**src/rtl/satb_pkg.sv**
```systemverilog
package satb_pkg;

  // input word: one command to the bank
  typedef struct packed {
    logic        action;
    logic [7:0]  sleeper_id;
    logic [31:0] duration;
  } in_word_t;

  // result word: acceptance, refusal or wake
  typedef struct packed {
    logic [1:0]  kind;
    logic [7:0]  woken_id;
    logic [62:0] tick_now;
    logic        last;
  } out_word_t;

  // one alarm slot as held in the bank memory
  typedef struct packed {
    logic [7:0]  id;
    logic [31:0] remaining;
  } slot_t;

  // action codes
  localparam logic ACT_TICK  = 1'b0;
  localparam logic ACT_SLEEP = 1'b1;

  // result kinds
  localparam logic [1:0] KIND_ACCEPT = 2'd0;
  localparam logic [1:0] KIND_REFUSE = 2'd1;
  localparam logic [1:0] KIND_WAKE   = 2'd2;

  // wakes reported per tick at most
  localparam int WAKE_CNT_W = 5;
  localparam logic [WAKE_CNT_W-1:0] MAX_WAKES = 5'd16;

  // controller states
  typedef enum logic {
    ST_IDLE,
    ST_WALK
  } satb_state_t;

  // controller to datapath
  typedef struct packed {
    logic sleep_go;
    logic tick_go;
    logic walk_en;
    logic flush;
  } satb_cmd_t;

  // datapath to controller
  typedef struct packed {
    logic bank_empty;
    logic scan_done;
  } satb_status_t;

endpackage

```
**src/rtl/satb_ctrl.sv**
```systemverilog
module satb_ctrl
  import satb_pkg::*;
(
  input  logic         clk,
  input  logic         rst_n,
  input  logic         start,
  input  logic         action,
  input  satb_status_t status,
  output logic         busy,
  output satb_cmd_t    cmd
);

  satb_state_t state_r, state_nxt;

  // state register
  always_ff @(posedge clk) begin
    if (!rst_n) begin
      state_r <= ST_IDLE;
    end else begin
      state_r <= state_nxt;
    end
  end

  // next state and commands
  always_comb begin
    state_nxt = state_r;
    cmd       = '0;
    busy      = (state_r != ST_IDLE);
    case (state_r)
      ST_IDLE: begin
        if (start) begin
          if (action == ACT_SLEEP) begin
            cmd.sleep_go = 1'b1;
          end else begin
            cmd.tick_go = 1'b1;
            if (!status.bank_empty) begin
              state_nxt = ST_WALK;
            end
          end
        end
      end
      ST_WALK: begin
        cmd.walk_en = 1'b1;
        if (status.scan_done) begin
          cmd.flush = 1'b1;
          state_nxt = ST_IDLE;
        end
      end
      default: begin
        state_nxt = ST_IDLE;
      end
    endcase
  end

endmodule

```
**src/rtl/satb_dp.sv**
```systemverilog
module satb_dp
  import satb_pkg::*;
#(
  parameter int ALARM_SLOTS = 16
) (
  input  logic         clk,
  input  logic         rst_n,
  input  in_word_t     in_word,
  input  satb_cmd_t    cmd,
  output satb_status_t status,
  output logic         out_valid,
  output out_word_t    out_word
);

  localparam int CNT_W = $clog2(ALARM_SLOTS + 1);
  localparam int IDX_W = (ALARM_SLOTS > 1) ? $clog2(ALARM_SLOTS) : 1;
  localparam logic [CNT_W-1:0] SLOTS_C = CNT_W'(ALARM_SLOTS);

  // bank memory, one write and one registered read a cycle
  slot_t mem_r [ALARM_SLOTS];
  slot_t rd_data_r;

  logic [CNT_W-1:0]      count_r, count_nxt;
  logic [CNT_W-1:0]      rd_ptr_r, rd_ptr_nxt;
  logic [CNT_W-1:0]      wr_ptr_r, wr_ptr_nxt;
  logic                  rdv_r, rdv_nxt;
  logic [WAKE_CNT_W-1:0] wake_n_r, wake_n_nxt;
  logic                  pend_v_r, pend_v_nxt;
  logic [7:0]            pend_id_r, pend_id_nxt;
  logic [62:0]           tick_r, tick_nxt;
  logic                  out_valid_r, out_valid_nxt;
  out_word_t             out_word_r, out_word_nxt;

  logic             full;
  logic             scan_left;
  logic             scan_issue;
  logic             expire;
  logic             keep;
  logic             mem_we;
  logic [IDX_W-1:0] mem_waddr;
  slot_t            mem_wdata;

  assign full       = (count_r == SLOTS_C);
  assign scan_left  = (rd_ptr_r < count_r);
  assign scan_issue = cmd.walk_en && scan_left;
  assign expire     = rdv_r && (rd_data_r.remaining <= 32'd1) && (wake_n_r < MAX_WAKES);
  assign keep       = rdv_r && !expire;

  assign status.bank_empty = (count_r == '0);
  assign status.scan_done  = !scan_left && !rdv_r;

  // memory write: append on sleep, compact survivors on walk
  always_comb begin
    mem_we    = 1'b0;
    mem_waddr = wr_ptr_r[IDX_W-1:0];
    mem_wdata = rd_data_r;
    if (cmd.sleep_go) begin
      mem_we    = !full;
      mem_waddr = count_r[IDX_W-1:0];
      mem_wdata = '{id: in_word.sleeper_id, remaining: in_word.duration};
    end else if (keep) begin
      mem_we               = 1'b1;
      mem_wdata.remaining  = (rd_data_r.remaining == 32'd0) ? 32'd0
                                                             : rd_data_r.remaining - 32'd1;
    end
  end

  always_ff @(posedge clk) begin
    if (mem_we) begin
      mem_r[mem_waddr] <= mem_wdata;
    end
    if (scan_issue) begin
      rd_data_r <= mem_r[rd_ptr_r[IDX_W-1:0]];
    end
  end

  // walk, wake holding and result register
  always_comb begin
    count_nxt     = count_r;
    rd_ptr_nxt    = rd_ptr_r;
    wr_ptr_nxt    = wr_ptr_r;
    rdv_nxt       = scan_issue;
    wake_n_nxt    = wake_n_r;
    pend_v_nxt    = pend_v_r;
    pend_id_nxt   = pend_id_r;
    tick_nxt      = tick_r;
    out_valid_nxt = 1'b0;
    out_word_nxt  = out_word_r;

    if (cmd.sleep_go) begin
      out_valid_nxt         = 1'b1;
      out_word_nxt.kind     = full ? KIND_REFUSE : KIND_ACCEPT;
      out_word_nxt.woken_id = in_word.sleeper_id;
      out_word_nxt.tick_now = tick_r;
      out_word_nxt.last     = 1'b1;
      if (!full) begin
        count_nxt = count_r + 1'b1;
      end
    end

    if (cmd.tick_go) begin
      tick_nxt   = tick_r + 63'd1;
      rd_ptr_nxt = '0;
      wr_ptr_nxt = '0;
      wake_n_nxt = '0;
      pend_v_nxt = 1'b0;
    end

    if (scan_issue) begin
      rd_ptr_nxt = rd_ptr_r + 1'b1;
    end

    // an expiring slot sends out the wake held before it
    if (expire) begin
      if (pend_v_r) begin
        out_valid_nxt         = 1'b1;
        out_word_nxt.kind     = KIND_WAKE;
        out_word_nxt.woken_id = pend_id_r;
        out_word_nxt.tick_now = tick_r;
        out_word_nxt.last     = 1'b0;
      end
      pend_v_nxt  = 1'b1;
      pend_id_nxt = rd_data_r.id;
      wake_n_nxt  = wake_n_r + 1'b1;
    end else if (keep) begin
      wr_ptr_nxt = wr_ptr_r + 1'b1;
    end

    // end of walk: final wake marked last, bank keeps only the survivors
    if (cmd.flush) begin
      if (pend_v_r) begin
        out_valid_nxt         = 1'b1;
        out_word_nxt.kind     = KIND_WAKE;
        out_word_nxt.woken_id = pend_id_r;
        out_word_nxt.tick_now = tick_r;
        out_word_nxt.last     = 1'b1;
      end
      pend_v_nxt = 1'b0;
      count_nxt  = wr_ptr_r;
    end
  end

  // control state
  always_ff @(posedge clk) begin
    if (!rst_n) begin
      count_r     <= '0;
      rd_ptr_r    <= '0;
      wr_ptr_r    <= '0;
      rdv_r       <= 1'b0;
      wake_n_r    <= '0;
      pend_v_r    <= 1'b0;
      tick_r      <= '0;
      out_valid_r <= 1'b0;
    end else begin
      count_r     <= count_nxt;
      rd_ptr_r    <= rd_ptr_nxt;
      wr_ptr_r    <= wr_ptr_nxt;
      rdv_r       <= rdv_nxt;
      wake_n_r    <= wake_n_nxt;
      pend_v_r    <= pend_v_nxt;
      tick_r      <= tick_nxt;
      out_valid_r <= out_valid_nxt;
    end
  end

  // payload
  always_ff @(posedge clk) begin
    pend_id_r  <= pend_id_nxt;
    out_word_r <= out_word_nxt;
  end

  assign out_valid = out_valid_r;
  assign out_word  = out_word_r;

endmodule

```
**src/rtl/sleep_alarm_timer_bank_top.sv**
```systemverilog
// sleep request: one result in the cycle after acceptance; busy stays low, a new word each cycle
// tick with N > 0 pending alarms: busy through the memory walk, which reads one slot a cycle
// tick on an empty bank: no result and busy stays low
// wakes leave in arrival order during the walk, the last one in the same cycle that busy falls
// results are single-cycle strobes; the receiver cannot stall
// synchronous active-low reset clears tick count and alarm count; memory is not cleared
module sleep_alarm_timer_bank_top
  import satb_pkg::*;
#(
  parameter int ALARM_SLOTS = 16
) (
  input  logic      clk,
  input  logic      rst_n,
  input  logic      start,
  input  in_word_t  in_word,
  output logic      busy,
  output logic      out_valid,
  output out_word_t out_word
);

  satb_cmd_t    cmd;
  satb_status_t status;

  // sequencer
  satb_ctrl u_ctrl (
    .clk    (clk),
    .rst_n  (rst_n),
    .start  (start),
    .action (in_word.action),
    .status (status),
    .busy   (busy),
    .cmd    (cmd)
  );

  // bank, tick count and result register
  satb_dp #(
    .ALARM_SLOTS (ALARM_SLOTS)
  ) u_dp (
    .clk       (clk),
    .rst_n     (rst_n),
    .in_word   (in_word),
    .cmd       (cmd),
    .status    (status),
    .out_valid (out_valid),
    .out_word  (out_word)
  );

endmodule

```
**config.mk**
```make
export PLATFORM = sky130hd
export DESIGN_NAME = sleep_alarm_timer_bank_top
export DESIGN_NICKNAME = d
export VERILOG_FILES = /design/src/rtl/satb_pkg.sv /design/src/rtl/satb_ctrl.sv /design/src/rtl/satb_dp.sv /design/src/rtl/sleep_alarm_timer_bank_top.sv
export SDC_FILE = /design/constraint.sdc
export NUM_CORES = 1
export LEC_CHECK = 0
export ABC_AREA = 1
export CORE_ASPECT_RATIO = 1.25
export CORE_UTILIZATION = 35
export DETAILED_ROUTE_END_ITERATION = 16
export DONT_BUFFER_PORTS = 1
export PLACE_DENSITY = 0.54
export SYNTH_ARGS = -nofsm -noshare
export SYNTH_HDL_FRONTEND = slang
export SYNTH_SLANG_ARGS = --single-unit
```
**constraint.sdc**
```tcl
create_clock -name clk -period 4.7 [get_ports clk]
set_input_delay 0.705 -clock clk [delete_from_list [all_inputs] [get_ports clk]]
set_output_delay 0.705 -clock clk [all_outputs]
set_load 0.03 [all_outputs]
```
Word-level counts from Yosys, hierarchy flattened
Memories as Yosys holds them, arrays and structs flattened. A register that Yosys moved wholly into a read port is not among the register bits.
Index checks and enable logic that the tools add are counted.
Widths: inputs -> output; s select.
{"block": "classes", "n_div": 0, "shifts": 0, "reduce_logical": 16, "n_addsub": 6, "magnitude_cmp": 3, "multipliers": 0, "bitwise_logic": 2, "muxes": 42, "n_eq_ne": 2}
{"op": "$mux 74", "count": 5}
{"op": "$mux 32", "count": 3}
{"op": "$add 63x1->63 const B", "count": 1}
{"op": "$mux 5", "count": 9}
{"op": "$le 32x1->1 const B", "count": 1}
{"op": "$logic_not 32->1", "count": 1}
{"op": "$sub 32x1->32 const B", "count": 1}
{"op": "$add 5x1->5 const B", "count": 4}
{"op": "$mux 1", "count": 19}
{"op": "$mux 8", "count": 1}
{"op": "$mux 2", "count": 3}
{"op": "$reduce_bool 2->1", "count": 3}
{"op": "$eq 5x5->1 const B", "count": 1}
{"op": "$logic_and 1x1->1", "count": 5}
{"op": "$logic_not 5->1", "count": 1}
{"op": "$lt 5x5->1", "count": 1}
{"op": "$lt 5x5->1 const B", "count": 1}
{"op": "$logic_not 1->1", "count": 4}
{"op": "$mux 4", "count": 1}
{"op": "$ne 2x2->1 const B", "count": 1}
{"op": "$not 1->1", "count": 2}
{"op": "$pmux 1 s2", "count": 1}
{"op": "$reduce_and 2->1", "count": 1}
{"op": "$reduce_or 2->1", "count": 1}
{"block": "totals", "output_inout_bits": 76, "wordCells": 86, "latchBits": 0, "ramBits": 640, "mem_count": 1, "inputBits": 44, "rom_bits": 0, "regBits": 169}
{"memory": "u_dp.mem_r", "words": 16, "word_bits": 40, "read_ports": 1, "rd_ports_with_merged_regs": 1, "write_ports": 1, "line_no": "satb_dp.sv:20", "text": "slot_t mem_r [ALARM_SLOTS];"}

Longest topological paths before layout
{"block": "logic_depth", "ltp_word": 9, "mapped_depth": 16, "depth_no_buf": 14}

Hierarchy
A second synthesis with hierarchy kept.
{"block": "hier_totals", "cells_unflattened": 3091, "area_unflattened_um2": 35336.4}
{"mod": "satb_dp", "seq_area_each_um2": 23862.9, "cells_each": 3078, "instances": 1, "area_each_um2": 35260.1}
{"mod": "satb_ctrl", "seq_area_each_um2": 20.0, "cells_each": 13, "instances": 1, "area_each_um2": 76.3}

Least setup slack after synthesis
OpenSTA, ideal clock, no wires.
{"block": "synth_path", "path_type": "in2reg", "start": "in in_word[40] (netlist name)", "end": "mem u_dp.mem_r[15][0] (netlist name) (enable)", "required_ns": 4.249, "arrival_ns": 3.731, "path_stages": 9, "slack_ns": 0.518, "setup_time_ns": 0.451, "path_buffers": 1, "cell_sequence": "inv_1 > nor3_2 > inv_1 > buf_2 > o21ai_0 > inv_1 > nor2_1 > nand3_1 > a21oi_1"}
{"block": "synth_via", "elab_chain_len": 6, "elab_cells_between_ends": 7, "cone_classes": "mux (7)"}
{"element": "from (decl)", "line_no": "sleep_alarm_timer_bank_top.sv:15", "text": "input in_word_t in_word,"}
{"element": "$mux 1 (*)", "line_no": "satb_ctrl.sv:32", "text": "if (action == ACT_SLEEP) begin"}
{"element": "$mux 2 (*)", "line_no": "satb_ctrl.sv:31", "text": "if (start) begin"}
{"element": "$mux 2 (*)", "line_no": "satb_ctrl.sv:29", "text": "case (state_r)"}
{"element": "$mux 1", "line_no": "satb_dp.sv:57", "text": "if (cmd.sleep_go) begin"}
{"element": "$mux 1", "line_no": "satb_dp.sv:69", "text": "if (mem_we) begin"}
{"element": "$mux 1 (not written as such)", "line_no": "satb_dp.sv:70", "text": "mem_r[mem_waddr] <= mem_wdata;"}
{"element": "to (decl)", "line_no": "satb_dp.sv:20"}
Mark *: on every way between the ends. The rest lies on a longest branch, timed or not.

==> impl_metrics.json <==
{
  "status": "completed",
  "cts_tree": "yes",
  "root_buffer": "clkbuf_16",
  "io_pins": 120,
  "final_cells": 4579,
  "r2r_start": "u_dp.rd_data_r[0]",
  "r2r.worst_path.cells": 12,
  "synth_most_common_cell": "edfxtp_1",
  "die_area_sq_mm": 0.103,
  "critical_path.endpoint_type": "flip-flop",
  "gp_congestion": 0.903,
  "grt_max_degree": 160,
  "crit_top_cell": "nand2_2",
  "post_cts_buffers": 0,
  "yosysSeqAreaShare_pct": 67.1,
  "critPathMaxFanout": 30,
  "placed_cells": 4413,
  "synth.distinct_cells": 44,
  "synth-main-ff-cell": "edfxtp_1",
  "routed_wirelength_um": 97500,
  "wl_met1_um": 42300,
  "die_h_um": 358,
  "holdPathEnd": "u_dp.tick_r[20]",
  "pre_cts_ws_ns": 1.17,
  "clk_transition_reported_paths_ns": 0.06,
  "fin_worst_skew_ns": 0.0308,
  "ys_async_sr_fraction_pct": 0,
  "crit_chain": "inv_1, ha_1, nand2_2, nor2_4, nand2_4, nand2_2, nand2_2, nand2_1, buf_12, nand3_1, o21ai_0, nor2_1",
  "fp-row-count": 130,
  "grt_overflow": 0,
  "comb_power_share_pct": 3.8,
  "synthTopCellsByCount": "edfxtp_1 (688), nand2_1 (672), nor2_1 (496)",
  "slowest_stage": "nor2_1",
  "syn_inst": 3205,
  "vias": 23833,
  "ff2ff_setup_slack_ns": 1.25,
  "syn-num-nets": 3261,
  "p_int_mw": 12.4,
  "area_delta_synth_final_pct": 12.5,
  "wl_met3_um": 5300,
  "io_buffers": 0,
  "cap_violations": 0,
  "worst_slew_pin_slew_ns": 0.987,
  "hold_viol_final": 0,
  "rsz0062_at_grt": "no",
  "fin_tns_setup_ns": 0,
  "drt_iter0_markers": 1800,
  "min_from": "rst_n",
  "layout-drive-gt1-share_pct": 7.30,
  "ys_ff_latch": 849,
  "post-route-drc-count": 0,
  "clkPwrFrac_pct": 43.7,
  "syn_avg_cell_area_sq_um": 11.1,
  "whs_path_depth": 2,
  "yosys.area.top_type": "edfxtp_1",
  "worstPathRequired_ns": 5.01,
  "power_per_cell_area_mw_per_mm2": 397,
  "core_region_area_sq_mm": 0.101,
  "min_period_ns": 3.45,
  "ir_drop_uv": 295,
  "slew_viol_final": 0,
  "post_cts_resized": 0,
  "num-nets-final": 3242,
  "p_leak_nw": 13.2,
  "path_class": "reg2reg",
  "r2r-end": "u_dp.mem_r[8][1]",
  "cp.arrival_ns": 3.76,
  "timing.final.crit_share_pct": 73.4,
  "synth_edf_count": 688,
  "die_x_um": 287,
  "setup_violations": 0,
  "clock_path_buffers": 3,
  "drtPass1Iterations": 5,
  "start_util_pct": 35.3,
  "grt_pass1_wl_um": 146000,
  "dp_hpwl_um": 59400,
  "switchingPower_mw": 3.51,
  "highest_layer": "met5",
  "grt_pass1_vias": 22998,
  "max_clock_freq_mhz": 290,
  "via_per_inst": 5.20,
  "swShare_pct": 22.0,
  "synth_area_leaders": "edfxtp_1 (58%), dfxtp_1 (9.1%), nand2_1 (7.1%), nor2_1 (5.2%), o21ai_0 (3.2%)",
  "worstSkewPairLatency_ns": 0.66,
  "p_seq_share_pct": 52.5,
  "post_drt_wl_per_cell_um": 21.3,
  "ys.warnings.count": 0,
  "dr_wl_met2_um": 46800,
  "num_antenna_cells": 0,
  "synth_top_area_share_pct": 58.1,
  "synth.cell_area_sq_mm": 0.0356,
  "fin_ws_ns": 1.25,
  "cts_buffers": 91,
  "postRouteAntennaNets": 0,
  "hold_buffers": 0,
  "slowest_delay_ns": 0.75,
  "antenna_found_initial": 4,
  "track_usage_pct": 18.8,
  "htreeDepth": 3,
  "relSlewSlack_pct": 34.2,
  "cts_sinks": 849,
  "hold_path_class": "in2reg",
  "start_kind": "flip-flop"
}
through the flow:
step           util [%]  area, sq um  power, mW  hold WS (ns)
2_1_floorplan         -        35600       8.87         0.427
3_3_place_gp       36.9        37100       9.12         0.435
3_5_place_dp       36.9        37100       9.12         0.443
4_1_cts            39.8        40000       16.1         0.131
5_1_grt            39.8        40000       16.4         0.160
6_report           39.8        40000       15.9         0.179
worst max-delay path, delay by kind of cell, from the launching register on:
family,cells,cell delay [ns]
compound gates,1,0.10
buf+inv,2,0.41
fa+ha+maj,1,0.31
simple gates,8,1.90
flops,1,0.38
kinds of logic after synthesis:
family	share of synthesized area [%]
simple gates	15.7
flops	67.1
compound gates	9.13
buf+inv	3.57
mux	3.12
xor+xnor	0.886
fa+ha+maj	0.422
layer usage:
| metal | up-vias | GRT usage [%] |
|---|---|---|
| met4 | 6 | 7.26 |
| met5 | - | 0 |
| met2 | 673 | 31.3 |
| met1 | 11635 | 24.5 |
| li1 | 11332 | - |
| met3 | 187 | 3.07 |
layout make-up:
class / instances / area (sq um)
clock buffers: 128 / 2540
multi-input cells: 2048 / 10600
well taps: 1320 / 1650
fillers: 9635 / 60700
clock inverters: 38 / 352
inverters: 142 / 543
flip-flops and latches: 849 / 23900
repair buffers: 54 / 480
state kept, by name, indices dropped and copies added, names as in the netlist:
| name | count |
|---|---|
| u_dp.mem_r | 640 |
| u_ctrl.busy | 1 |
| u_dp.pend_v_r | 1 |
| u_dp.wr_ptr_r | 5 |
| u_dp.out_valid | 1 |
| u_dp.count_r | 5 |
| u_dp.rdv_r | 1 |
| u_dp.out_word | 74 |
| u_dp.rd_data_r | 40 |
| u_dp.wake_n_r | 5 |
| u_dp.tick_r | 63 |
| u_dp.rd_ptr_r | 5 |
| u_dp.pend_id_r | 8 |
how the worst max path moves through the flow:
stage	start	endpoint	slack, ns	depth (start not counted)
floorplan	in_word[40]	u_dp.mem_r[15][0]	0.52	9
global placement	in_word[40]	u_dp.mem_r[0][13]	1.20	9
detailed placement	in_word[40]	u_dp.mem_r[0][17]	1.17	9
CTS	u_ctrl.busy	u_dp.mem_r[0][6]	1.24	8
global route	u_dp.rd_data_r[0]	u_dp.mem_r[11][1]	1.0	12
finish	u_dp.rd_data_r[0]	u_dp.mem_r[8][1]	1.25	12
placed cells by master (no fill, tap or decap), types with 48 or more instances in the layout:
cell	Yosys	final
a21oi_1	56	55
buf_4	5	48
clkbuf_16	0	93
dfxtp_1	161	157
edfxtp_1	688	688
inv_1	133	132
mux2i_1	111	111
nand2_1	672	672
nand3_1	129	129
nor2_1	496	480
o21ai_0	228	228
o221ai_1	111	111
power groups by stage:
stage / registers (mW) / clock network, mW / logic, mW
finish: 8.35 / 6.95 / 0.607
global route: 8.36 / 7.40 / 0.667
CTS: 8.35 / 7.10 / 0.614
detailed placement: 8.51 / 0 / 0.613
global placement: 8.51 / 0 / 0.610
floorplan: 8.48 / 0 / 0.391
(Power assumes the default switching activity.)
